$ cat config.mk
export PLATFORM = sky130hd
export DESIGN_NAME = line_pixel_rasterizer
export DESIGN_NICKNAME = d
export VERILOG_FILES = /design/src/rtl/lpr_pkg.sv /design/src/rtl/line_pixel_rasterizer.sv
export SDC_FILE = /design/constraint.sdc
export NUM_CORES = 1
export LEC_CHECK = 0
export ABC_AREA = 1
export BUFFER_PORTS_ARGS = -buffer_cell sky130_fd_sc_hd__buf_2
export CAP_MARGIN = 20
export CORE_ASPECT_RATIO = 0.6
export CORE_MARGIN = 10
export CORE_UTILIZATION = 63
export CTS_CLUSTER_SIZE = 24
export DETAILED_ROUTE_END_ITERATION = 7
export PLACE_DENSITY_LB_ADDON = 0.15
export SLEW_MARGIN = 20
export SYNTH_ARGS = -nofsm -noshare
export SYNTH_HDL_FRONTEND = slang
export SYNTH_SLANG_ARGS = --single-unit
$ cat constraint.sdc
create_clock -name clk -period 7.9 [get_ports clk]
set_input_delay 1.58 -clock clk [delete_from_list [all_inputs] [get_ports clk]]
set_output_delay 1.58 -clock clk [all_outputs]
set_load 0.02 [all_outputs]
$ cat src/rtl/lpr_pkg.sv
// Package for the line pixel rasterizer: coordinate and decision types,
// stream widths and command codes. Self-contained and used by every rtl file.
package lpr_pkg;

  // Coordinate width. The stream fields are fixed at this width.
  localparam int COORD_BITS = 12;
  // The signed decision term needs four bits of headroom over a coordinate.
  localparam int DEC_BITS = COORD_BITS + 4;

  // The four endpoint coordinates and the two pixel coordinates are padded to whole bytes.
  localparam int IN_DATA_BITS  = ((4 * COORD_BITS + 7) / 8) * 8;
  localparam int OUT_DATA_BITS = ((2 * COORD_BITS + 7) / 8) * 8;

  typedef logic [COORD_BITS-1:0] coord_t;
  typedef logic signed [COORD_BITS:0] coord_diff_t;
  typedef logic signed [DEC_BITS-1:0] dec_t;

  typedef enum logic {
    CMD_LOAD = 1'b0,
    CMD_STEP = 1'b1
  } cmd_t;

endpackage

$ cat src/rtl/line_pixel_rasterizer.sv
// Line pixel rasterizer top level: Bresenham set-up and pixel stepping.
// Depends on lpr_pkg for types, widths and command codes.
// A step's pixel moves from the input register into the result register, and
// from there shows on the master side; a master-side stall can hold it back.
// Throughput: one transaction per cycle while the master side does not stall.
// Reset (rst, synchronous, active high) empties both registers; the block is idle.
module line_pixel_rasterizer (
  input  logic                            clk,
  input  logic                            rst,
  // Slave side. tdata from bit 0 up: x_start, y_start, x_end, y_end.
  input  logic                            s_axis_tvalid,
  output logic                            s_axis_tready,
  input  logic [lpr_pkg::IN_DATA_BITS-1:0] s_axis_tdata,
  // tuser: command (0 loads a segment, 1 emits the next pixel).
  input  logic                            s_axis_tuser,
  // Master side. tdata from bit 0 up: pixel_x, pixel_y. tlast: last_pixel.
  output logic                            m_axis_tvalid,
  input  logic                            m_axis_tready,
  output logic [lpr_pkg::OUT_DATA_BITS-1:0] m_axis_tdata,
  output logic                            m_axis_tlast
);
  import lpr_pkg::*;

  // ---------------------------------------------------------------------
  // Input register. It holds one transaction until the processing stage
  // takes it. The stage moves whenever the result register is free or
  // is being drained in the same cycle, so a fresh transaction can be
  // accepted every cycle while no finished pixel waits downstream.
  // ---------------------------------------------------------------------
  logic   in_valid;
  cmd_t   in_cmd;
  coord_t in_xs, in_ys, in_xe, in_ye;

  logic   proc_fire;
  logic   s_fire;

  assign proc_fire     = in_valid && (!m_axis_tvalid || m_axis_tready);
  assign s_axis_tready = !in_valid || proc_fire;
  assign s_fire        = s_axis_tvalid && s_axis_tready;

  always_ff @(posedge clk) begin
    if (rst) begin
      in_valid <= 1'b0;
    end else if (s_fire) begin
      in_valid <= 1'b1;
    end else if (proc_fire) begin
      in_valid <= 1'b0;
    end
  end

  always_ff @(posedge clk) begin
    if (s_fire) begin
      in_cmd <= cmd_t'(s_axis_tuser);
      in_xs  <= s_axis_tdata[COORD_BITS-1:0];
      in_ys  <= s_axis_tdata[2*COORD_BITS-1:COORD_BITS];
      in_xe  <= s_axis_tdata[3*COORD_BITS-1:2*COORD_BITS];
      in_ye  <= s_axis_tdata[4*COORD_BITS-1:3*COORD_BITS];
    end
  end

  // ---------------------------------------------------------------------
  // Segment state.
  // ---------------------------------------------------------------------
  coord_t major_pos, minor_pos, pixels_left;
  dec_t   decision, inc_when_low, inc_when_high;
  logic   minor_falls, axes_swapped, active;

  // ---------------------------------------------------------------------
  // Load set-up. Both signed differences are formed in parallel. The
  // major axis is y only when |dy| is strictly larger (a tie keeps x).
  // If the major difference is negative, the endpoints are traversed in
  // reverse, which negates the minor difference and starts from the end point.
  // ---------------------------------------------------------------------
  coord_diff_t dx, dy, dmin_raw, dmin;
  coord_t      adx, ady, dmaj;
  logic        swap_axes, flip;
  dec_t        dmin_w, dmaj_w;
  dec_t        ld_inc_low, ld_inc_high, ld_decision;
  coord_t      ld_major, ld_minor;

  always_comb begin
    dx        = coord_diff_t'({1'b0, in_xe}) - coord_diff_t'({1'b0, in_xs});
    dy        = coord_diff_t'({1'b0, in_ye}) - coord_diff_t'({1'b0, in_ys});
    adx       = dx[COORD_BITS] ? coord_t'(-dx) : dx[COORD_BITS-1:0];
    ady       = dy[COORD_BITS] ? coord_t'(-dy) : dy[COORD_BITS-1:0];
    swap_axes = ady > adx;
    dmaj      = swap_axes ? ady : adx;
    flip      = swap_axes ? dy[COORD_BITS] : dx[COORD_BITS];
    dmin_raw  = swap_axes ? dx : dy;
    dmin      = flip ? -dmin_raw : dmin_raw;
    dmin_w    = DEC_BITS'(dmin);
    dmaj_w    = dec_t'({{(DEC_BITS-COORD_BITS){1'b0}}, dmaj});

    if (swap_axes) begin
      ld_major = flip ? in_ye : in_ys;
      ld_minor = flip ? in_xe : in_xs;
    end else begin
      ld_major = flip ? in_xe : in_xs;
      ld_minor = flip ? in_ye : in_ys;
    end

    // Rising minor: the high case steps the minor up. Falling minor: the
    // low case steps it down.
    if (dmin_w > 0) begin
      ld_inc_low  = dmin_w <<< 1;
      ld_inc_high = (dmin_w - dmaj_w) <<< 1;
      ld_decision = (dmin_w <<< 1) - dmaj_w;
    end else begin
      ld_inc_low  = (dmin_w + dmaj_w) <<< 1;
      ld_inc_high = dmin_w <<< 1;
      ld_decision = (dmin_w <<< 1) + dmaj_w;
    end
  end

  // ---------------------------------------------------------------------
  // Pixel stepping. The current pixel is emitted, then the position
  // advances one along the major axis and the decision term picks the
  // minor move. The last pixel only returns the block to idle.
  // ---------------------------------------------------------------------
  logic   step_emit;
  logic   is_last;
  logic   take_low;
  coord_t px, py;

  always_comb begin
    step_emit = proc_fire && (in_cmd == CMD_STEP) && active;
    is_last   = pixels_left == '0;
    take_low  = decision <= 0;
    px        = axes_swapped ? minor_pos : major_pos;
    py        = axes_swapped ? major_pos : minor_pos;
  end

  always_ff @(posedge clk) begin
    if (rst) begin
      major_pos     <= '0;
      minor_pos     <= '0;
      pixels_left   <= '0;
      decision      <= '0;
      inc_when_low  <= '0;
      inc_when_high <= '0;
      minor_falls   <= 1'b0;
      axes_swapped  <= 1'b0;
      active        <= 1'b0;
    end else if (proc_fire && (in_cmd == CMD_LOAD)) begin
      // A load replaces any segment that is still running.
      major_pos     <= ld_major;
      minor_pos     <= ld_minor;
      pixels_left   <= dmaj;
      decision      <= ld_decision;
      inc_when_low  <= ld_inc_low;
      inc_when_high <= ld_inc_high;
      minor_falls   <= !(dmin_w > 0);
      axes_swapped  <= swap_axes;
      active        <= 1'b1;
    end else if (step_emit) begin
      if (is_last) begin
        active <= 1'b0;
      end else begin
        major_pos   <= major_pos + 1'b1;
        pixels_left <= pixels_left - 1'b1;
        if (take_low) begin
          decision <= decision + inc_when_low;
          if (minor_falls) begin
            minor_pos <= minor_pos - 1'b1;
          end
        end else begin
          decision <= decision + inc_when_high;
          if (!minor_falls) begin
            minor_pos <= minor_pos + 1'b1;
          end
        end
      end
    end
  end

  // ---------------------------------------------------------------------
  // Result register. The register is loaded only by a step on an active
  // segment. It empties when the pixel is taken and nothing replaces it.
  // ---------------------------------------------------------------------
  coord_t out_x, out_y;
  logic   out_last;
  logic   out_valid;

  always_ff @(posedge clk) begin
    if (rst) begin
      out_valid <= 1'b0;
    end else if (proc_fire) begin
      out_valid <= step_emit;
    end else if (m_axis_tready) begin
      out_valid <= 1'b0;
    end
  end

  always_ff @(posedge clk) begin
    if (step_emit) begin
      out_x    <= px;
      out_y    <= py;
      out_last <= is_last;
    end
  end

  assign m_axis_tvalid = out_valid;
  assign m_axis_tdata  = OUT_DATA_BITS'({out_y, out_x});
  assign m_axis_tlast  = out_last;

`ifndef SYNTHESIS
  // A processed load always leaves a segment running.
  a_load_activates: assert property (@(posedge clk) disable iff (rst)
    (proc_fire && (in_cmd == CMD_LOAD)) |=> active)
    else $error("segment not active after load");

  // Emitting the final pixel of a segment returns the block to idle.
  a_last_goes_idle: assert property (@(posedge clk) disable iff (rst)
    (step_emit && is_last) |=> (!active && m_axis_tvalid && m_axis_tlast))
    else $error("last pixel did not end the segment");

  // A step with no running segment produces no result.
  a_idle_step_silent: assert property (@(posedge clk) disable iff (rst)
    (proc_fire && (in_cmd == CMD_STEP) && !active) |=> !m_axis_tvalid)
    else $error("result produced while idle");
`endif

endmodule

# == Word level (Yosys, flattened, before mapping) ==
# Index checks and enable logic that the tools add are counted.
# Widths: inputs -> output; s select.
# op_classes
n_eq_ne,3
mux,38
n_bitwise,1
addsub,15
magnitude_cmp,3
multipliers,0
div,0
shifts,0
reduce_logical,18
# ops
op,n
$mux 12,21
$mux 16,7
$add 16x16->16,2
$mux 13,2
$sub 12x12->13,2
$add 12x1->12 const B,2
$neg 12->12,2
$sub 12x1->12 const B,2
$le 16x1->1 const B,1
$add 14x13->15,1
$sub 14x13->15,1
$add 13x13->14,1
$sub 13x13->14,1
$gt 13x1->1 const B,1
$neg 13->13,1
$gt 12x12->1,1
$logic_not 12->1,1
$mux 1,8
$reduce_bool 2->1,4
$logic_and 1x1->1,5
$reduce_and 2->1,2
$reduce_and 4->1,1
$logic_not 1->1,3
$ne 3x1->1 const B,1
4 further kinds,5
# word_totals
input_bits,53
latchBits,0
memories,0
ramBits,0
register_bits,163
romBits,0

# == Depth between registers and ports, before layout ==
# Gate-level depths: netlist of run 1.
# logic_depth
ltp_word,10
mapped_depth,47

# == Least setup slack after synthesis of run 1 ==
# No wires, ideal clock.
# synth_path
path_kind,reg2reg
start,reg in_xs[0]
end,reg decision[13]
path_stages_with_launch,41
setup_slack_ps,1714
required_ps,7778
period_less_slack_ps,6186
arrival_ps,6064
n_path_buf,2
path_cell_list,edfxtp_1 ha_1 fa_1 inv_1 nand2_1 nand2_1 nand2_1 xor2_1 inv_1 nor3_1 nand3_1 o31ai_1 xor2_1 inv_1 ha_1 nand2_1 inv_1 nand2_1 [... 5 more ...] inv_2 clkbuf_1 o21ai_0 ha_1 inv_1 fa_1 o31ai_1 a21oi_1 o21bai_1 a21oi_1 o21bai_1 nand3_1 nand2_1 nand2_1 inv_1 o21ai_0 a21oi_1 a21oi_1
# synth_via
elab_chain_len,10
# synth_lines
element,line_no,source
"start, declared",line_pixel_rasterizer.sv:32,"coord_t in_xs, in_ys, in_xe, in_ye;"
"start signal, assigned",line_pixel_rasterizer.sv:54,in_xs <= s_axis_tdata[COORD_BITS-1:0];
$sub 12x12->13 (*),line_pixel_rasterizer.sv:82,"dx = coord_diff_t'({1'b0, in_xe}) - coord_diff_t'({1'b0, in_xs});"
$neg 12->12,line_pixel_rasterizer.sv:84,adx = dx[COORD_BITS] ? coord_t'(-dx) : dx[COORD_BITS-1:0];
$mux 12,line_pixel_rasterizer.sv:84,
$gt 12x12->1,line_pixel_rasterizer.sv:86,swap_axes = ady > adx;
$mux 13,line_pixel_rasterizer.sv:89,dmin_raw = swap_axes ? dx : dy;
$neg 13->13,line_pixel_rasterizer.sv:90,dmin = flip ? -dmin_raw : dmin_raw;
$mux 13,line_pixel_rasterizer.sv:90,
$add 14x13->15 (tied with other cells),line_pixel_rasterizer.sv:111,ld_decision = (dmin_w <<< 1) + dmaj_w;
$mux 16 (*),line_pixel_rasterizer.sv:104,if (dmin_w > 0) begin
$mux 16 (*),line_pixel_rasterizer.sv:144,end else if (proc_fire && (in_cmd == CMD_LOAD)) begin
"end signal, assigned",line_pixel_rasterizer.sv:149,decision <= ld_decision;
"end signal, assigned",line_pixel_rasterizer.sv:162,decision <= decision + inc_when_low;
"end signal, assigned",line_pixel_rasterizer.sv:167,decision <= decision + inc_when_high;
"end, declared",line_pixel_rasterizer.sv:65,"dec_t decision, inc_when_low, inc_when_high;"
# Every way passes the cells marked *; elsewhere a longest branch is shown, timed or not.
# A chain may end at the register's enable or synchronous reset.

# == Worst setup path in the final report of run 1 ==
# layout_path
start,reg in_xs[0]
end,reg inc_when_high[11]
# layout_via
elab_chain_len,9
# layout_lines
element,line_no,source
$sub 12x12->13 (*),line_pixel_rasterizer.sv:82,
$neg 12->12,line_pixel_rasterizer.sv:84,
$mux 12,line_pixel_rasterizer.sv:84,
$gt 12x12->1,line_pixel_rasterizer.sv:86,
$mux 13,line_pixel_rasterizer.sv:89,
$neg 13->13,line_pixel_rasterizer.sv:90,
$mux 13,line_pixel_rasterizer.sv:90,
$sub 13x13->14 / $gt 13x1->1 (equally long branches),"line_pixel_rasterizer.sv:106, line_pixel_rasterizer.sv:104",
$mux 16 (*),line_pixel_rasterizer.sv:104,
"end signal, assigned",line_pixel_rasterizer.sv:151,inc_when_high <= ld_inc_high;
"end, declared",line_pixel_rasterizer.sv:65,
# Marked as above.

==> results of run 1 <==
==> stage by stage <==
stage                     setup WS (ps)  hold WS (ps)  utilization [%]  cell area (um^2)  instances
after CTS                           460           468             71.1             14500       2233
final                               590           469             71.3             14500       2234
after detailed placement            529           457             68.1             13800       2202
after global placement              694           449             68.1             13800       2202
after global routing               5.53           486             71.3             14500       2233
after floorplan                    1710           439                -             13300       1892
==> area by class of cell <==
| type | count | area, um^2 | share of cell area (%) |
|---|---|---|---|
| Inverter | 281 | 1070 | 7.39 |
| Sequential cell | 159 | 3920 | 27.1 |
| Multi-Input combinational cell | 1392 | 8020 | 55.3 |
| Tap cell | 273 | 342 | 2.36 |
| Clock buffer | 17 | 425 | 2.94 |
| Antenna cell | 1 | 2.50 | 0.0173 |
| Clock inverter | 14 | 181 | 1.25 |
| Timing Repair Buffer | 97 | 531 | 3.66 |
==> synthesized netlist by cell type, types with 5 or more instances <==
cell type	instances	area share [%]
buf_2	8	0.30
o31ai_1	16	0.91
nor3_1	19	0.72
inv_1	273	7.7
ha_1	111	10
nor2_2	11	0.52
o221ai_1	19	1.3
xor2_1	74	4.9
a21oi_1	146	5.5
dfxtp_1	85	13
buf_6	5	0.42
nand2_4	5	0.42
or2_2	13	0.61
a22o_1	12	0.79
fa_1	8	1.2
nand2_1	476	13
xnor2_1	13	0.86
o211ai_1	5	0.28
nand4_1	13	0.61
nand3b_1	6	0.34
nor4_1	7	0.33
clkbuf_1	43	1.2
edfxtp_1	74	17
o21bai_1	10	0.57
nor2_4	5	0.42
nand2_2	17	0.80
nand3_1	105	4.0
inv_2	5	0.14
nor2_1	117	3.3
o21ai_0	137	5.2
a31oi_1	11	0.52
==> critical path: cells and delay by family (launching register included) <==
family / cells / cell delay (ps)
fa+ha+maj: 5 / 1740
buf+inv: 7 / 680
flops: 1 / 410
compound gates: 6 / 1540
xor+xnor: 3 / 700
simple gates: 19 / 2150
==> metal layers <==
layer | part of all wire [%] | vias up | wire, um
li1 | - | 6339 | -
met1 | 46 | 6168 | 19600
met2 | 36 | 910 | 15100
met3 | 17 | 46 | 7310
met4 | 0.91 | 0 | 386
met5 | 0 | - | 0
==> worst paths after layout <==
check	from	to	slack, ps	cells past startpoint
max	in_xs[0]$_DFFE_PP_	inc_when_high[11]$_SDFFE_PP0P_	590	40
min	inc_when_low[8]$_SDFFE_PP0P_	inc_when_low[8]$_SDFFE_PP0P_	470	2
max reg2reg	in_xs[0]$_DFFE_PP_	inc_when_high[11]$_SDFFE_PP0P_	590	40
min reg2reg	inc_when_low[8]$_SDFFE_PP0P_	inc_when_low[8]$_SDFFE_PP0P_	470	2
==> sequential cells by signal, indices dropped and copies added, names as in the netlist, 12 cells and up <==
name / cells
minor_pos: 12
inc_when_high: 14
major_pos: 12
decision: 16
pixels_left: 12
in_ys: 12
inc_when_low: 14
in_ye: 12
out_y: 12
in_xe: 12
in_xs: 12
out_x: 12
==> layout by cell type, fill, tap and decap left out, types with 5 or more instances in the layout <==
cell / n
nand2_1: 476
inv_1: 271
a21oi_1: 146
o21ai_0: 135
nor2_1: 116
ha_1: 111
nand3_1: 105
dfxtp_1: 85
buf_2: 79
xor2_1: 74
edfxtp_1: 74
nor3_1: 19
o221ai_1: 19
buf_4: 18
clkbuf_16: 17
nand2_2: 16
o31ai_1: 15
nand4_1: 13
xnor2_1: 13
or2_2: 13
a22o_1: 12
nor2_2: 11
a31oi_1: 11
o21bai_1: 10
fa_1: 8
nor4_1: 7
nand3b_1: 6
inv_2: 6
nor2_4: 6
nand2_4: 5
o211ai_1: 5
==> cell families (layout without fill, tap and decap cells) <==
family | count (synthesis) | after routing | share of synthesized area, %
XOR/XNOR | 87 | 87 | 5.75
buffers and inverters | 341 | 409 | 10.1
adder cells (fa/ha/maj) | 119 | 119 | 11.7
AND/OR/NAND/NOR | 803 | 803 | 26.2
AO/OA/AOI/OAI | 383 | 383 | 16.6
other | 0 | 1 | 0
flip-flops | 159 | 159 | 29.6
==> results by group, run 1 <==
Run status
  – Status: completed

STA
  – Least-Margin Pin Slew: 1130 ps
  – RSZ-0062 raised after global routing: false
  – Tmin final: 7310 ps
  – Slew headroom: 24.6%
  – Pins Over Slew Limit: 0
  – Setup TNS Final: 0 ps
  – Achievable frequency: between 100 and 150 MHz
  – Hold violation total from the final report: 0
  – Period utilization: 92.5%
  – Clock Skew: 12.0 ps
  – Final setup vio count: 0

Synthesis
  – Mean Syn Cell Area: around 7 um^2
  – Mapped Area: 13300 um^2
  – Synth Register Bits: 159
  – Mapped Cells: roughly 1.9k
  – EDFF count, synth: between 70 and 80
  – Sequential area share after synthesis: slightly below 30%
  – Yosys cell types: between 50 and 60
  – Synth warn: 0
  – Dominant synthesized flop cell: dfxtp_1
  – Syn nets: around 2.1k
  – Share of flip-flops with an asynchronous set or reset: 0%

Detailed routing
  – Drt first-iter violations: 1936
  – Antenna viol nets, final: 0
  – TritonRoute pass-1 iters: 6
  – # DRC: 0
  – Vias after detailed routing: 13.5k
  – Total wire length: roughly 42000 um
  – Routed len/inst: 19.0 um
  – Via/cell ratio: 6.03

Critical path
  – CP arrival: 7700 ps
  – Crit-path most repeated cell: nand2_1
  – Crit path max fanout: 32
  – Slowest cell on crit path: fa_1
  – Setup crit end kind: flip-flop
  – WS Path Type: reg2reg
  – Crit-path max cell delay: 500 ps
  – CP startpoint kind: flip-flop
  – Req. time, crit path: roughly 8300 ps

Hold path
  – Tightest Hold Check Type: reg2reg

GRT
  – Total global-route track usage: 29.8%
  – Antenna violations before repair: 1
  – Met2 global-route usage: 36.6%
  – Largest net degree at the start of global routing: 63
  – GRT overflow: 0
  – Busiest layer in global routing: met1
  – Vias in the first global route: 11.8k
  – Met1 GRT Util: between 40% and 50%
  – Global-route met3 utilization: 14.1%
  – First-pass GRT wire length: around 66000 um

Clock tree
  – Cts hold-fix bufs: 0
  – Worst-Skew Late Latency: 450 ps
  – Clock Pin Slew Worst Setup and Hold Paths: 70 ps
  – Clock Root Buffer: clkbuf_16
  – Cts bufs inserted: 17
  – Post-CTS resize count: 0
  – Clock tree buffer depth: 2
  – # clock sinks: about 160
  – # Post-CTS Setup Buffers: 0
  – H-Tree Depth: 4
  – TritonCTS clock tree: yes

Layout
  – Layout cells sized above 1: 9.95%
  – Area delta synth->final: 9.32%
  – Fill cells: 1697
  – Final Net Count: 2120

Floorplan
  – DIE HEIGHT: between 100 and 150 um
  – Die area: 27400 um^2
  – Initial Utilization: approximately 65%
  – Core Area: 20300 um^2
  – Die width: 207 um
  – I/O pin count: 80
  – Std-Cell Rows: 40

Place
  – Post-DP HPWL: 32900 um
  – Placer Congestion: 1.10
  – # port buffers: 79

Run
  – Max-cap violations: 0
Power of run 1 is left out: the tool's default activity adds up to more than one toggle a clock period on the data nets, which glitch-free logic cannot reach.
==> run 2: changes to the inputs <==
- RECOVER_POWER: unset -> 50
==> results by group, run 2 (synthesis gave the netlist of run 1 again) <==
STA
  – RSZ-0062 raised after global routing: false
  – Achievable frequency: 135 MHz (-1.3%)
  – Final setup vio count: 0 (unchanged)
  – Setup TNS Final: 0 ps (unchanged)
  – Tmin final: 7410 ps (+95.7 ps)
  – Least-Margin Pin Slew: 2260 ps (+1130 ps)
  – Pins Over Slew Limit: 119 (+119)
  – Hold violation total from the final report: 0 (unchanged)
  – Clock Skew: 11.6 ps (-0.369 ps)
  – Slew headroom: -51.5% (-76 points)
  – Period utilization: 93.7% (+1.2 points)

Detailed routing
  – TritonRoute pass-1 iters: 6 (unchanged)
  – Routed len/inst: 19.0 um (-0.17%)
  – # DRC: 0 (unchanged)
  – Antenna viol nets, final: 0 (unchanged)
  – Via/cell ratio: 5.99 (-0.62%)
  – Drt first-iter violations: 1934 (-0.10%)
  – Vias after detailed routing: 13.4k (-0.67%)
  – Total wire length: 42300 um (-0.21%)

Layout
  – Area of the multi-input gates: 8000 um^2 (-0.16%)
  – Fill cells: 1729 (+1.9%)
  – Ant. Diodes: 0 (-1)
  – Area delta synth->final: 8.83%
  – Largest register FFs: 16 (unchanged)
  – Register with the most flip-flops: decision
  – Commonest cells after routing, fill and taps aside: nand2_1 (476), inv_1 (271), a21oi_1 (146)
  – Register area: 3920 um^2 (unchanged)
  – Final Net Count: 2120 (unchanged)
  – Most common cell after layout, fill and taps aside: nand2_1
  – Largest regs: decision (16), inc_when_high (14), inc_when_low (14)
  – Layout cells sized above 1: 8.06% (-1.9 points)

Floorplan
  – Die area: 27400 um^2 (unchanged)
  – I/O pin count: 80 (unchanged)
  – Core Area: 20300 um^2 (unchanged)
  – Std-Cell Rows: 40 (unchanged)
  – Die width: 207 um (unchanged)
  – DIE HEIGHT: 132 um (unchanged)
  – Initial Utilization: 65.2% (unchanged)

Critical path
  – Crit-path max cell delay: 580 ps (+80 ps)
  – Slowest cell on crit path: o31ai_1
  – WS Path Type: reg2reg
  – Worst r2r src: in_xs[0]$_DFFE_PP_
  – Req. time, crit path: 8250 ps (-40 ps)
  – Crit-path most repeated cell: nand2_1
  – Setup crit end kind: flip-flop
  – Worst Setup SP: in_xs[0]$_DFFE_PP_
  – CP startpoint kind: flip-flop
  – CP arrival: 7750 ps (+50 ps)
  – Crit path max fanout: 32 (unchanged)

Place
  – Placer Congestion: 1.10 (unchanged)
  – Post-DP HPWL: 32900 um (unchanged)
  – # port buffers: 79 (unchanged)

Clock tree
  – Post-CTS resize count: 0 (unchanged)
  – Clock tree buffer depth: 2 (unchanged)
  – TritonCTS clock tree: yes
  – Clock Pin Slew Worst Setup and Hold Paths: 70 ps (about the same)
  – Worst-Skew Late Latency: 450 ps (about the same)
  – Cts hold-fix bufs: 0 (unchanged)
  – # clock sinks: 159 (unchanged)
  – # Post-CTS Setup Buffers: 0 (unchanged)
  – H-Tree Depth: 4 (unchanged)
  – Cts bufs inserted: 17 (unchanged)
  – Clock Root Buffer: clkbuf_16

Hold path
  – Tightest Hold Check Type: reg2reg
  – Worst hold path startpoint: inc_when_low[4]$_SDFFE_PP0P_

GRT
  – Largest net degree at the start of global routing: 63 (unchanged)
  – Antenna violations before repair: 1 (unchanged)
  – Vias in the first global route: 11.8k (unchanged)
  – First-pass GRT wire length: 66100 um (unchanged)
  – Total global-route track usage: 29.8% (unchanged)
  – GRT overflow: 0 (unchanged)

Run status
  – Failing checks: max-capacitance violations, max-slew violations
  – Status: finished with violations

Run
  – Max-cap violations: 3 (+3)
run 2: cell types whose count changed in the layout (fill, tap and decap cells not counted):
cell | before | now
buf_2 | 79 | 46
diode_2 | 1 | 0
nor2_1 | 116 | 117
buf_4 | 18 | 16
clkinv_2 | 1 | 0
clkbuf_1 | 0 | 35
clkinvlp_2 | 0 | 1
nor2_4 | 6 | 5
nor3_1 | 19 | 20
nor3_2 | 2 | 1
run 2: worst paths after layout:
check	to	cells past startpoint	slack, ps
hold / removal	inc_when_low[4]$_SDFFE_PP0P_	2	470
setup / recovery	inc_when_low[13]$_SDFFE_PP0P_	36	490
hold reg to reg	inc_when_low[4]$_SDFFE_PP0P_	2	470
setup reg to reg	inc_when_low[13]$_SDFFE_PP0P_	36	490
run 2: layer usage:
| layer | global-route usage [%] | wire, um |
|---|---|---|
| met5 | 0 | 0 |
| met4 | 4.44 | 345 |
| met3 | 14.1 | 7430 |
| met2 | 36.6 | 15100 |
| met1 | 45.2 | 19400 |
run 2: area by class of cell:
cell class                      instances  area share [%]
Multi-Input combinational cell       1392            55.5
Sequential cell                       159            27.2
Inverter                              281            7.42
Timing Repair Buffer                   97            3.34
Clock buffer                           17            2.95
Tap cell                              273            2.37
Clock inverter                         14            1.26
run 2: per-stage QoR:
stage / util (%) / cells / hold WS (ps) / instance area (um^2) / worst slack [ps]
floorplan: - / 1892 / 439 / 13300 / 1710
global placement: 68.1 / 2202 / 449 / 13800 / 694
detailed placement: 68.1 / 2202 / 457 / 13800 / 529
CTS: 71.1 / 2233 / 468 / 14500 / 460
global route: 71.0 / 2233 / 486 / 14400 / 5.54
finish: 71.0 / 2233 / 467 / 14400 / 495
run 2: critical path: cells and delay by family (launching register included):
kind / cells / cell delay (ps)
buffers and inverters: 6 / 620
AND/OR/NAND/NOR: 15 / 1840
flip-flops: 1 / 400
XOR/XNOR: 3 / 630
adder cells (fa/ha/maj): 5 / 1760
AO/OA/AOI/OAI: 7 / 2050
Power of run 2 is left out for the same reason.
==> run 3: changes to the inputs <==
- CORE_UTILIZATION: 63 -> 60
- MAX_ROUTING_LAYER: unset -> met4
==> results by group, run 3 (synthesis gave the netlist of run 1 again) <==
Critical path
  – Crit path max fanout: 32 (unchanged)
  – Setup crit end kind: flip-flop
  – WS Path Type: reg2reg
  – Worst path depth: 41 (+14%)
  – CP arrival: 7810 ps (+60 ps)
  – Crit-path max cell delay: 520 ps (-60 ps)
  – Cell class contributing the biggest share of worst-path delay: simple AND/OR/NAND/NOR gates
  – Crit-path most repeated cell: nand2_1
  – Slowest cell on crit path: ha_1
  – Reg2Reg Setup Slack: 440 ps (-60 ps)
  – Req. time, crit path: 8250 ps (about the same)
  – FF-to-FF End: inc_when_low[13]$_SDFFE_PP0P_
  – CP startpoint kind: flip-flop
  – Worst path bufs/invs: 5 (-1)
  – Worst r2r src: in_ys[0]$_DFFE_PP_
  – Worst reg2reg path depth: 41 (+14%)

Floorplan
  – I/O pin count: 80 (unchanged)
  – DIE HEIGHT: 135 um (+2.1%)
  – Core Area: 21900 um^2 (+7.6%)
  – Std-Cell Rows: 42 (+5.0%)
  – Die area: 28600 um^2 (+4.4%)
  – Die width: 212 um (+2.2%)
  – Initial Utilization: 60.6% (-4.6 points)

Clock tree
  – Cts hold-fix bufs: 0 (unchanged)
  – # clock sinks: 159 (unchanged)
  – Post-CTS resize count: 0 (unchanged)
  – Clock Root Buffer: clkbuf_16
  – H-Tree Depth: 4 (unchanged)
  – Clock Pin Slew Worst Setup and Hold Paths: 80 ps (about the same)
  – Clock tree buffer depth: 2 (unchanged)
  – Cts bufs inserted: 17 (unchanged)
  – Worst-Skew Late Latency: 450 ps (about the same)
  – # Post-CTS Setup Buffers: 0 (unchanged)
  – TritonCTS clock tree: yes

Layout
  – Non-Filler Instances: 2248 (+0.67%)
  – Register with the most flip-flops: decision
  – Fill cells: 1966 (+14%)
  – Commonest cells after routing, fill and taps aside: nand2_1 (476), inv_1 (272), a21oi_1 (146)
  – Largest register FFs: 16 (unchanged)
  – Final Net Count: 2120 (unchanged)
  – Area delta synth->final: 8.88% (about the same)
  – Most common cell after layout, fill and taps aside: nand2_1
  – Largest regs: decision (16), inc_when_high (14), inc_when_low (14)
  – Layout cells sized above 1: 8.41% (+0.35 points)

Detailed routing
  – Vias after detailed routing: 13.2k (-1.4%)
  – Routed len/inst: 19.0 um (about the same)
  – Antenna viol nets, final: 0 (unchanged)
  – Via/cell ratio: 5.86 (-2.1%)
  – Total wire length: 42700 um (+0.76%)
  – Drt first-iter violations: 1993 (+3.1%)
  – TritonRoute pass-1 iters: 6 (unchanged)
  – # DRC: 0 (unchanged)

Hold path
  – Hold endpoint: inc_when_high[12]$_SDFFE_PP0P_
  – WHS Path Cells: 2 (unchanged)
  – Tightest Hold Check Type: reg2reg
  – Worst hold path startpoint: inc_when_high[12]$_SDFFE_PP0P_

GRT
  – Total global-route track usage: 30.3% (+0.43 points)
  – Largest net degree at the start of global routing: 65 (+3.2%)
  – Antenna violations before repair: 2 (+1)
  – First-pass GRT wire length: 65200 um (-1.4%)
  – GRT overflow: 0 (unchanged)
  – Vias in the first global route: 11.5k (-2.9%)

Place
  – # port buffers: 79 (unchanged)
  – Placed insts: 2215 (+0.59%)
  – Post-DP HPWL: 33300 um (+1.1%)
  – Placer Congestion: 1.12 (+2.1%)

STA
  – Hold violation total from the final report: 0 (unchanged)
  – Clock Skew: 10.1 ps (-1.58 ps)
  – Least-Margin Pin Slew: 2190 ps (-73.9 ps)
  – Slew headroom: -46.6% (+5.0 points)
  – Period utilization: 94.4% (+0.70 points)
  – Achievable frequency: 134 MHz (-0.74%)
  – Tmin final: 7460 ps (+55.5 ps)
  – Setup TNS Final: 0 ps (unchanged)
  – Pins Over Slew Limit: 119 (unchanged)
  – RSZ-0062 raised after global routing: false
  – Final setup vio count: 0 (unchanged)

Run status
  – Status: finished with violations
  – Failing checks: max-capacitance violations, max-slew violations

Run
  – Max-cap violations: 3 (unchanged)
-- run 3: cell types whose count changed in the layout (fill, tap and decap cells not counted), sizes merged --
cell and delta:
clkinv -2, clkbuf -3, buf +4, diode +1, bufinv -2, clkinvlp -2, inv +6
-- run 3: layer usage --
| layer | global-route usage (%) | routed length [um] |
|---|---|---|
| met1 | 45.0 | 20100 |
| met3 | 14.4 | 7330 |
| met5 | - | 0 |
| met4 | 5.09 | 367 |
| met2 | 35.1 | 14900 |
-- run 3: metrics by stage --
stage          setup WS (ps)  instance area (um^2)  util [%]  hold WS [ps]
4_1_cts                  465                 14500      66.1           467
6_report                 439                 14400      66.0           465
5_1_grt                 23.9                 14400      66.0           489
3_5_place_dp             522                 13900      63.4           457
3_3_place_gp             621                 13900      63.4           447
2_1_floorplan           1710                 13300         -           439
-- run 3: layout make-up --
cell class | instances | area, um^2 | share of cell area, %
inverter | 281 | 1060 | 7.37
tap | 286 | 358 | 2.48
multi-input combinational | 1392 | 8000 | 55.4
clock buffer | 18 | 450 | 3.12
clock inverter | 14 | 145 | 1.01
sequential | 159 | 3920 | 27.2
timing repair buffer | 97 | 489 | 3.39
antenna | 1 | 2.50 | 0.0173
-- run 3: worst max path at each step --
stage                        from                             to  slack, ps
2_1_floorplan  in_xs[0]$_DFFE_PP_      decision[13]$_SDFFE_PP0P_       1710
3_3_place_gp   in_ys[0]$_DFFE_PP_  inc_when_low[13]$_SDFFE_PP0P_        620
3_5_place_dp   in_ys[0]$_DFFE_PP_      decision[11]$_SDFFE_PP0P_        520
4_1_cts        in_ys[0]$_DFFE_PP_      decision[11]$_SDFFE_PP0P_        460
5_1_grt        in_xs[0]$_DFFE_PP_  inc_when_low[13]$_SDFFE_PP0P_         20
6_report       in_ys[0]$_DFFE_PP_  inc_when_low[13]$_SDFFE_PP0P_        440
-- run 3: worst register-to-register path: cells and delay by family (launching register included) --
kind	cells	cell delay (ps)
DFF	1	390
xor gates and xnor gates	3	800
buffers and inverters	5	420
and+or+nand+nor	22	2520
AOI/OAI and AO/OA	6	1490
adders and majority gates	5	1750
Power of run 3 is left out for the same reason.
